## config.mk

```make
export PLATFORM = sky130hd
export DESIGN_NAME = serial_feedback_deframer
export DESIGN_NICKNAME = d
export VERILOG_FILES = /design/src/rtl/sfd_pkg.sv /design/src/rtl/sfd_assembler.sv /design/src/rtl/serial_feedback_deframer.sv
export SDC_FILE = /design/constraint.sdc
export NUM_CORES = 1
export LEC_CHECK = 0
export BUFFER_PORTS_ARGS = -buffer_cell sky130_fd_sc_hd__buf_2
export CORE_MARGIN = 2
export CORE_UTILIZATION = 50
export DETAILED_ROUTE_END_ITERATION = 12
export GPL_ROUTABILITY_DRIVEN = 0
export HOLD_SLACK_MARGIN = 0.06
export PLACE_DENSITY = 0.72
export REMOVE_ABC_BUFFERS = 1
export SLEW_MARGIN = 20
export SYNTH_ARGS = -nofsm -noshare
export SYNTH_HDL_FRONTEND = slang
export SYNTH_HIERARCHICAL = 1
export SYNTH_SLANG_ARGS = --single-unit
```

## constraint.sdc

```tcl
create_clock -name clk -period 12.2 [get_ports clk]
set_clock_uncertainty 0.15 [all_clocks]
set_input_delay 2.44 -clock clk [delete_from_list [all_inputs] [get_ports clk]]
set_output_delay 2.44 -clock clk [all_outputs]
set_load 0.005 [all_outputs]
```

## src/rtl/sfd_pkg.sv

```systemverilog
package sfd_pkg;

  // Default frame length in 16-bit words, checksum word included
  localparam int FrameWordsDef = 11;

  // Reset value of the start word register
  localparam logic [15:0] StartWordRst = 16'hABCD;

  // Number of data words carried in one result
  localparam int OutWords = 9;

  // Width of the packed result on the output stream (bytes, zero padded)
  localparam int OutDataW = ((1 + 16 * OutWords + 7) / 8) * 8;

  // One decoded frame
  typedef struct packed {
    logic [15:0]        led_command;
    logic signed [15:0] board_temperature;
    logic signed [15:0] battery_voltage;
    logic signed [15:0] left_wheel_count;
    logic signed [15:0] right_wheel_count;
    logic signed [15:0] left_speed;
    logic signed [15:0] right_speed;
    logic signed [15:0] command_two;
    logic signed [15:0] command_one;
    logic               checksum_ok;
  } sfd_res_t;

  // Status from the assembler to the output stage
  typedef struct packed {
    logic done;      // this byte completes a frame
    logic near_end;  // the next byte may complete a frame
  } sfd_stat_t;

endpackage

```

## src/rtl/sfd_assembler.sv

```systemverilog
module sfd_assembler #(
  parameter int FRAME_WORDS = sfd_pkg::FrameWordsDef
) (
  input  logic              clk,
  input  logic              rst_n,
  input  logic              byte_vld,
  input  logic [7:0]        byte_in,
  input  logic [15:0]       start_word,
  output sfd_pkg::sfd_stat_t stat,
  output sfd_pkg::sfd_res_t  res
);
  import sfd_pkg::*;

  localparam int Total = 2 * FRAME_WORDS;
  localparam int CntW  = $clog2(Total);
  localparam int WrdW  = CntW - 1;
  localparam int Depth = FRAME_WORDS - 2;

  logic [CntW-1:0] cnt_r, cnt_nxt;
  logic [7:0]      prev_r, prev_nxt;
  logic [7:0]      lo_r, lo_nxt;
  logic [15:0]     acc_r, acc_nxt;
  logic [15:0]     words_r [Depth];

  logic [15:0]     pair;
  logic [15:0]     word;
  logic [WrdW-1:0] widx;
  logic            is_start;
  logic            wr_en;
  logic            done;
  logic [15:0]     out_words [OutWords];

  assign pair     = {byte_in, prev_r};
  assign word     = {byte_in, lo_r};
  assign widx     = cnt_r[CntW-1:1];
  assign is_start = (pair == start_word);

  // Frame sequencing: start detection, byte collection, checksum
  always_comb begin
    cnt_nxt  = cnt_r;
    prev_nxt = prev_r;
    lo_nxt   = lo_r;
    acc_nxt  = acc_r;
    wr_en    = 1'b0;
    done     = 1'b0;
    if (byte_vld) begin
      prev_nxt = byte_in;
      if (is_start) begin
        cnt_nxt = CntW'(2);
        acc_nxt = pair;
      end else if (cnt_r != '0) begin
        if (!cnt_r[0]) begin
          lo_nxt  = byte_in;
          cnt_nxt = cnt_r + CntW'(1);
        end else begin
          if (widx < WrdW'(FRAME_WORDS - 1)) begin
            acc_nxt = acc_r ^ word;
            wr_en   = 1'b1;
          end
          if (cnt_r == CntW'(Total - 1)) begin
            done    = 1'b1;
            cnt_nxt = '0;
          end else begin
            cnt_nxt = cnt_r + CntW'(1);
          end
        end
      end
    end
  end

  // Hold control state
  always_ff @(posedge clk) begin
    if (!rst_n) begin
      cnt_r  <= '0;
      prev_r <= '0;
    end else begin
      cnt_r  <= cnt_nxt;
      prev_r <= prev_nxt;
    end
  end

  // Hold payload: low byte, running XOR and data words
  always_ff @(posedge clk) begin
    lo_r  <= lo_nxt;
    acc_r <= acc_nxt;
    for (int i = 0; i < Depth; i++) begin
      if (wr_en && (widx == WrdW'(i + 1))) begin
        words_r[i] <= word;
      end
    end
  end

  // Map stored words onto the result fields, zero where the frame is short
  for (genvar k = 0; k < OutWords; k++) begin : g_out
    if (k < Depth) begin : g_word
      assign out_words[k] = words_r[k];
    end else begin : g_zero
      assign out_words[k] = '0;
    end
  end

  assign res.checksum_ok       = (acc_r == word);
  assign res.command_one       = out_words[0];
  assign res.command_two       = out_words[1];
  assign res.right_speed       = out_words[2];
  assign res.left_speed        = out_words[3];
  assign res.right_wheel_count = out_words[4];
  assign res.left_wheel_count  = out_words[5];
  assign res.battery_voltage   = out_words[6];
  assign res.board_temperature = out_words[7];
  assign res.led_command       = out_words[8];

  assign stat.done     = done;
  assign stat.near_end = (cnt_r == CntW'(Total - 1));

endmodule

```

## src/rtl/serial_feedback_deframer.sv

```systemverilog
// A frame's result is registered onto out_* in the cycle after its last byte transfer.
// Throughput: one byte per cycle; input stalls only when the output register
// is full, not taken, and the next byte could complete a frame.
// Reset: synchronous, active low; clears the byte counter, the previous byte,
// the output valid and restores the start word to 0xABCD.
module serial_feedback_deframer #(
  parameter int FRAME_WORDS = sfd_pkg::FrameWordsDef
) (
  input  logic                        clk,
  input  logic                        rst_n,
  input  logic                        in_tvalid,
  output logic                        in_tready,
  input  logic [7:0]                  in_tdata,   // rx_byte
  output logic                        out_tvalid,
  input  logic                        out_tready,
  // checksum_ok, command_one, command_two, right_speed, left_speed,
  // right_wheel_count, left_wheel_count, battery_voltage,
  // board_temperature, led_command, zero pad
  output logic [sfd_pkg::OutDataW-1:0] out_tdata,
  input  logic                        cfg_we,
  input  logic [15:0]                 cfg_wdata
);
  import sfd_pkg::*;

  logic [15:0] start_word_r;
  logic        out_vld_r;
  sfd_res_t    out_r;
  sfd_res_t    res;
  sfd_stat_t   stat;
  logic        in_xfer;

  assign in_xfer   = in_tvalid && in_tready;
  assign in_tready = !out_vld_r || out_tready || !stat.near_end;

  // Start word register
  always_ff @(posedge clk) begin
    if (!rst_n) begin
      start_word_r <= StartWordRst;
    end else if (cfg_we) begin
      start_word_r <= cfg_wdata;
    end
  end

  sfd_assembler #(
    .FRAME_WORDS(FRAME_WORDS)
  ) u_asm (
    .clk        (clk),
    .rst_n      (rst_n),
    .byte_vld   (in_xfer),
    .byte_in    (in_tdata),
    .start_word (start_word_r),
    .stat       (stat),
    .res        (res)
  );

  // Output valid: load on a completed frame, drop after transfer
  always_ff @(posedge clk) begin
    if (!rst_n) begin
      out_vld_r <= 1'b0;
    end else if (stat.done) begin
      out_vld_r <= 1'b1;
    end else if (out_tready) begin
      out_vld_r <= 1'b0;
    end
  end

  // Output payload
  always_ff @(posedge clk) begin
    if (stat.done) begin
      out_r <= res;
    end
  end

  assign out_tvalid = out_vld_r;
  assign out_tdata  = {(OutDataW - $bits(sfd_res_t))'(0), out_r};

endmodule

```

==> results of run 1 <==
==> sequential cells by signal (all words and copies together), names as in the netlist <==
signal,flops
out_tdata,145
u_asm/words_r,144
start_word_r,16
u_asm/acc_r,16
u_asm/lo_r,8
u_asm/prev_r,8
u_asm/cnt_r,5
out_tvalid,1
==> critical path, delay by kind of cell <==
family                 cells  cell delay [ns]
buffers and inverters      2             0.24
and+or+nand+nor            1             0.15
==> layout by cell type (no fill, tap or decap), types with 2 or more instances in the layout <==
master     count
edfxtp_1     313
buf_2        175
clkbuf_16     35
dfxtp_1       30
nand2_1       27
xor2_1        25
mux2i_1       24
nor2b_1       17
xnor2_1       17
buf_4          8
mux2_4         8
conb_1         7
clkinv_2       7
nor4_1         6
nand3_1        6
bufinv_16      5
clkinv_1       5
inv_1          5
clkbuf_1       4
nand4_1        4
nor4_2         4
nand3b_1       3
nor2_2         3
nor2_1         3
ha_1           3
o21a_1         2
clkinv_8       2
clkinv_4       2
nor2_4         2
o31ai_1        2
==> layout make-up <==
cell class                 instances  share of cell area (%)
multi-input combinational        176                    9.76
sequential                       343                    72.4
clock buffer                      39                    6.45
timing repair buffer             184                    6.86
tap                              285                    2.58
clock inverter                    21                    1.84
inverter                           5                   0.136
==> report_power, final <==
group	internal [mW]	switching [mW]	total, mW
sequential	1.27	0.00476	1.28
combinational	0.0130	0.0176	0.0306
clock	0.634	0.413	1.05
==> cells by family (layout without fill, tap and decap cells) <==
kind of cell / count (synthesis) / after routing / share of synthesized area, %
other: 1 / 7 / 0.0328
adder cells (fa/ha/maj): 3 / 3 / 0.329
XOR/XNOR: 42 / 42 / 3.22
buffers and inverters: 23 / 249 / 1.28
AO/OA/AOI/OAI: 12 / 12 / 0.822
flip-flops: 343 / 343 / 87.6
AND/OR/NAND/NOR: 80 / 80 / 3.59
multiplexers: 32 / 32 / 3.16
==> worst paths after layout <==
kind,end,slack (ns),depth (start not counted)
setup reg to reg,u_asm/words_r[0][44],7.81,10
hold / removal,out_tdata[91],0.25,0
setup / recovery,in_tready,6.78,3
hold reg to reg,out_tdata[91],0.25,0
==> routing by layer <==
metal  wire length [um]  up-vias  global-route usage [%]
met5                  0        -                       0
met4                514        0                    6.26
met3               1780       45                    3.96
met2              10700      251                    30.6
met1               8770     2654                    24.4
li1                   -     2449                       -
==> through the flow <==
step                      std cells  worst slack [ns]  cell area (um2)  hold slack, ns
after CTS                      1053              6.77            13800           0.253
after global routing           1053              6.65            13800           0.266
after floorplan                 524              1.63            11300           0.250
final                          1053              6.78            13800           0.251
after detailed placement        993              6.43            12700           0.255
after global placement          993              6.64            12700           0.253
==> metrics, run 1 <==
postcts setup bufs=0; Ant. Diodes=0; synthesized area=11,400 um2; critical path's slowest cell=nand3b_1; min Tclk post-route=5.42 ns; fillcell total=1,540; Die Footprint=24,100 um2; Hold Crit Start=u_asm/words_r[0][90]; CP cell instances=buf_2, nand3b_1, buf_2; CTS tree=done; period utilization=44.4%; DP Wirelength=13,800 um; CP startpoint kind=input port; ys async rst share=0%; # rows=55; Post-route DRC=0; Max VDD drop=101 uV; Max-cap violations=0; PwrDens=170 nW/um2; clock slew at reported path FFs=0.06 ns; Iteration-0 DRC Markers=643; via count=5,399; Max Fclk=0.185 GHz; number of synthesized register bits=343; syn avg cell area=21.3 um2; Crit. End Element=output port; core area=22,500 um2; nets=776; leakage power=4.94 nW; Seq/Total Area, Yosys=87.6%; Starting Density=50.7%; final setup TNS=0 ns; number of global-route vias before repair=5,465; # resized after CTS=0; total CTS buffers=34; total track usage=18.4%; Pwr Total=2.35 mW; most area-consuming cells after synthesis=edfxtp_1 (82%), dfxtp_1 (5.3%), mux2i_1 (2.1%), xor2_1 (1.9%), xnor2_1 (1.3%); Die Wd=155 um; max_slew headroom=26.4%; measured slew at the worst slew-check pin=1.10 ns; crit path max fanout=2; root buf cell=clkbuf_16; top cells by count, synth=edfxtp_1 (313), dfxtp_1 (30), nand2_1 (27); Hold-fix buffers, CTS=0; EDFF count, synth=313; CP arrival=2.83 ns; Final Setup Violations=0; number of port buffers=175; router iterations before antenna repair=6; Synth area leader=edfxtp_1; clk_lat worst skew=0.51 ns; initial antenna violation count=0; layout cells sized above 1=33.1%; RSZ-0062 raised after global routing=no; status=finished clean; clk buf depth=3; post-DR wirelength/cell=20.7 um; hold violation total from the final report=0; Sequential Area=10000 um2; final wirelength=21,800 um; Yosys top cell area share=82.3%; clock sinks=343; worst r2r src=u_asm/cnt_r[1]; Hold Crit Class=reg2reg; post-synthesis cell type count=35; multi-input logic area=1350 um2; CP dominant cell by count=buf_2; ys flop type=edfxtp_1; yosys warns=6; global-route wire length before repair=32,900 um; pin count of the biggest net entering global routing=91; Post-Synthesis Cells=536; top-count cell post-synth=edfxtp_1; vias per cell=5.13; H-Tree Depth=2; global route overflow=0; Worst Path Required=9.61 ns; Vert. Die Dim=155 um; Critical path origin=out_tready; Final Max Slew Viols=0; I/O pin cnt=183; Routed Antenna Nets=0; max incr delay on CP=0.15 ns; Core Util, Final=61.4%; Area Growth Syn to Fin=21.0%; CP Class=in2out
No activity file was read; power rests on OpenSTA's default activity.
==> run 2, diff against run 1 <==
- PLACE_DENSITY: 0.72 -> 0.75
- clock period: 12.2 -> 4.5 ns (I/O delays scaled with it)
==> metrics, run 2 (same netlist as run 1, synthesis figures left out) <==
PwrDens=452 nW/um2 (+170%); root buf cell=clkbuf_16; CP arrival=3.96 ns (+1.13 ns); final wirelength=21,000 um (-3.7%); initial antenna violation count=0 (unchanged); pin count of the biggest net entering global routing=134 (+47%); total track usage=17.6% (-0.81 points); CTS tree=done; leakage power=4.91 nW (-0.57%); CP dominant cell by count=inv_1; # rows=55 (unchanged); Area Growth Syn to Fin=20.6%; number of global-route vias before repair=5,392 (-1.3%); Hold-fix buffers, CTS=0 (unchanged); clock slew at reported path FFs=0.06 ns (about the same); router iterations before antenna repair=5 (-1); Die Wd=155 um (unchanged); hold violation total from the final report=0 (unchanged); layout cells sized above 1=32.7% (-0.39 points); post-DR wirelength/cell=19.9 um (-4.0%); hold path cells=0 (unchanged); placed insts=996 (+0.30%); H-Tree Depth=2 (unchanged); total CTS buffers=34 (unchanged); RSZ-0062 raised after global routing=no; clock sinks=343 (unchanged); Iteration-0 DRC Markers=475 (-26%); Die Footprint=24,100 um2 (unchanged); clk_lat worst skew=0.50 ns (about the same); core area=22,500 um2 (unchanged); # resized after CTS=0 (unchanged); max incr delay on CP=0.49 ns (+0.34 ns); critical path's top delay family=simple AND/OR/NAND/NOR gates; Final Max Slew Viols=0 (unchanged); Max Fclk=0.250 GHz; DP Wirelength=13,600 um (-1.7%); vias per cell=5.13 (about the same); Routed Antenna Nets=0 (unchanged); filler-free cell count of the finished design=1,056 (+0.28%); clk buf depth=3 (unchanged); Starting Density=50.7% (unchanged); max_slew headroom=39.7% (+13 points); most common cell after layout, fill and taps aside=edfxtp_1; Pwr Total=6.23 mW (+160%); max FFs per register=145 (unchanged); Buf/Inv on CP=4 (+2); critical path's slowest cell=buf_12; hold slack final=0.259 ns (+0.00820 ns); number of port buffers=175 (unchanged); Post-route DRC=0 (unchanged); Max-cap violations=0 (unchanged); Max VDD drop=233 uV (+130%); Final Setup Violations=0 (unchanged); cell depth of the worst setup path=11 (+8); Crit. End Element=flop; CP startpoint kind=flop; postcts setup bufs=0 (unchanged); Worst Path Required=4.46 ns (-5.15 ns); Hold Crit Class=reg2reg; period utilization=89.0%; CP Class=reg2reg; measured slew at the worst slew-check pin=0.903 ns (-0.199 ns); status=finished clean; nets=779 (+0.39%); I/O pin cnt=183 (unchanged); Ant. Diodes=0 (unchanged); min Tclk post-route=4.01 ns; FF-to-FF path depth=11 (+1); most frequent cells in the layout=edfxtp_1 (313), buf_2 (175), clkbuf_16 (35); Core Util, Final=61.2% (-0.19 points); via count=5,419 (+0.37%); CP cell instances=inv_1, ha_1, and4b_1, nand3b_1, and2_1, buf_4, inv_1, a31oi_2, nand2_1, nor2_4, buf_12; crit path max fanout=133 (+131); fillcell total=1,582 (+2.7%); global-route wire length before repair=31,800 um (-3.5%); global route overflow=0 (unchanged); Vert. Die Dim=155 um (unchanged)
==> run 2: cell types whose count changed in the layout (fill, tap and decap cells not counted), moves of 2 or more <==
cell,delta
clkinv_2,-4
clkbuf_1,+2
clkinv_8,-2
buf_4,+3
clkinv_1,+3
clkinvlp_4,+2
bufinv_16,-2
==> run 2: path summary, 6_finish.rpt <==
check | endpoint | startpoint | slack (ns)
max | out_tdata[61] | u_asm/cnt_r[1] | 0.49
min | out_tdata[137] | u_asm/words_r[0][136] | 0.26
max reg2reg | out_tdata[61] | u_asm/cnt_r[1] | 0.49
min reg2reg | out_tdata[137] | u_asm/words_r[0][136] | 0.26
==> run 2: layout make-up <==
| class | instances | area, um2 | area share, % |
|---|---|---|---|
| Timing Repair Buffer | 187 | 978 | 7.10 |
| Clock buffer | 41 | 898 | 6.52 |
| Multi-Input combinational cell | 176 | 1340 | 9.76 |
| Inverter | 5 | 18.8 | 0.136 |
| Clock inverter | 19 | 176 | 1.28 |
| Tap cell | 285 | 357 | 2.59 |
| Sequential cell | 343 | 10000 | 72.6 |
==> run 2: power breakdown <==
group	switching, mW	total, mW	internal (mW)
Sequential	0.0125	3.46	3.45
Clock	1.09	2.69	1.60
Combinational	0.0468	0.0827	0.0359
Total	1.15	6.23	5.08
==> run 2: per-layer routing <==
| metal | global-route usage, % | routed length (um) | vias up |
|---|---|---|---|
| met4 | 6.48 | 675 | 0 |
| met2 | 29.1 | 10300 | 219 |
| met1 | 23.6 | 8730 | 2702 |
| met5 | 0 | 0 | - |
| met3 | 3.34 | 1310 | 46 |
| li1 | - | - | 2452 |
==> run 2: per-stage QoR <==
stage / instance area, um2 / worst slack, ns / setup TNS (ns)
after global routing: 13800 / 0.233 / 0
after CTS: 13800 / 0.571 / 0
after global placement: 12700 / 0.813 / 0
after floorplan: 11300 / -4.53 / -660.67
final: 13800 / 0.495 / 0
after detailed placement: 12700 / 0.579 / 0
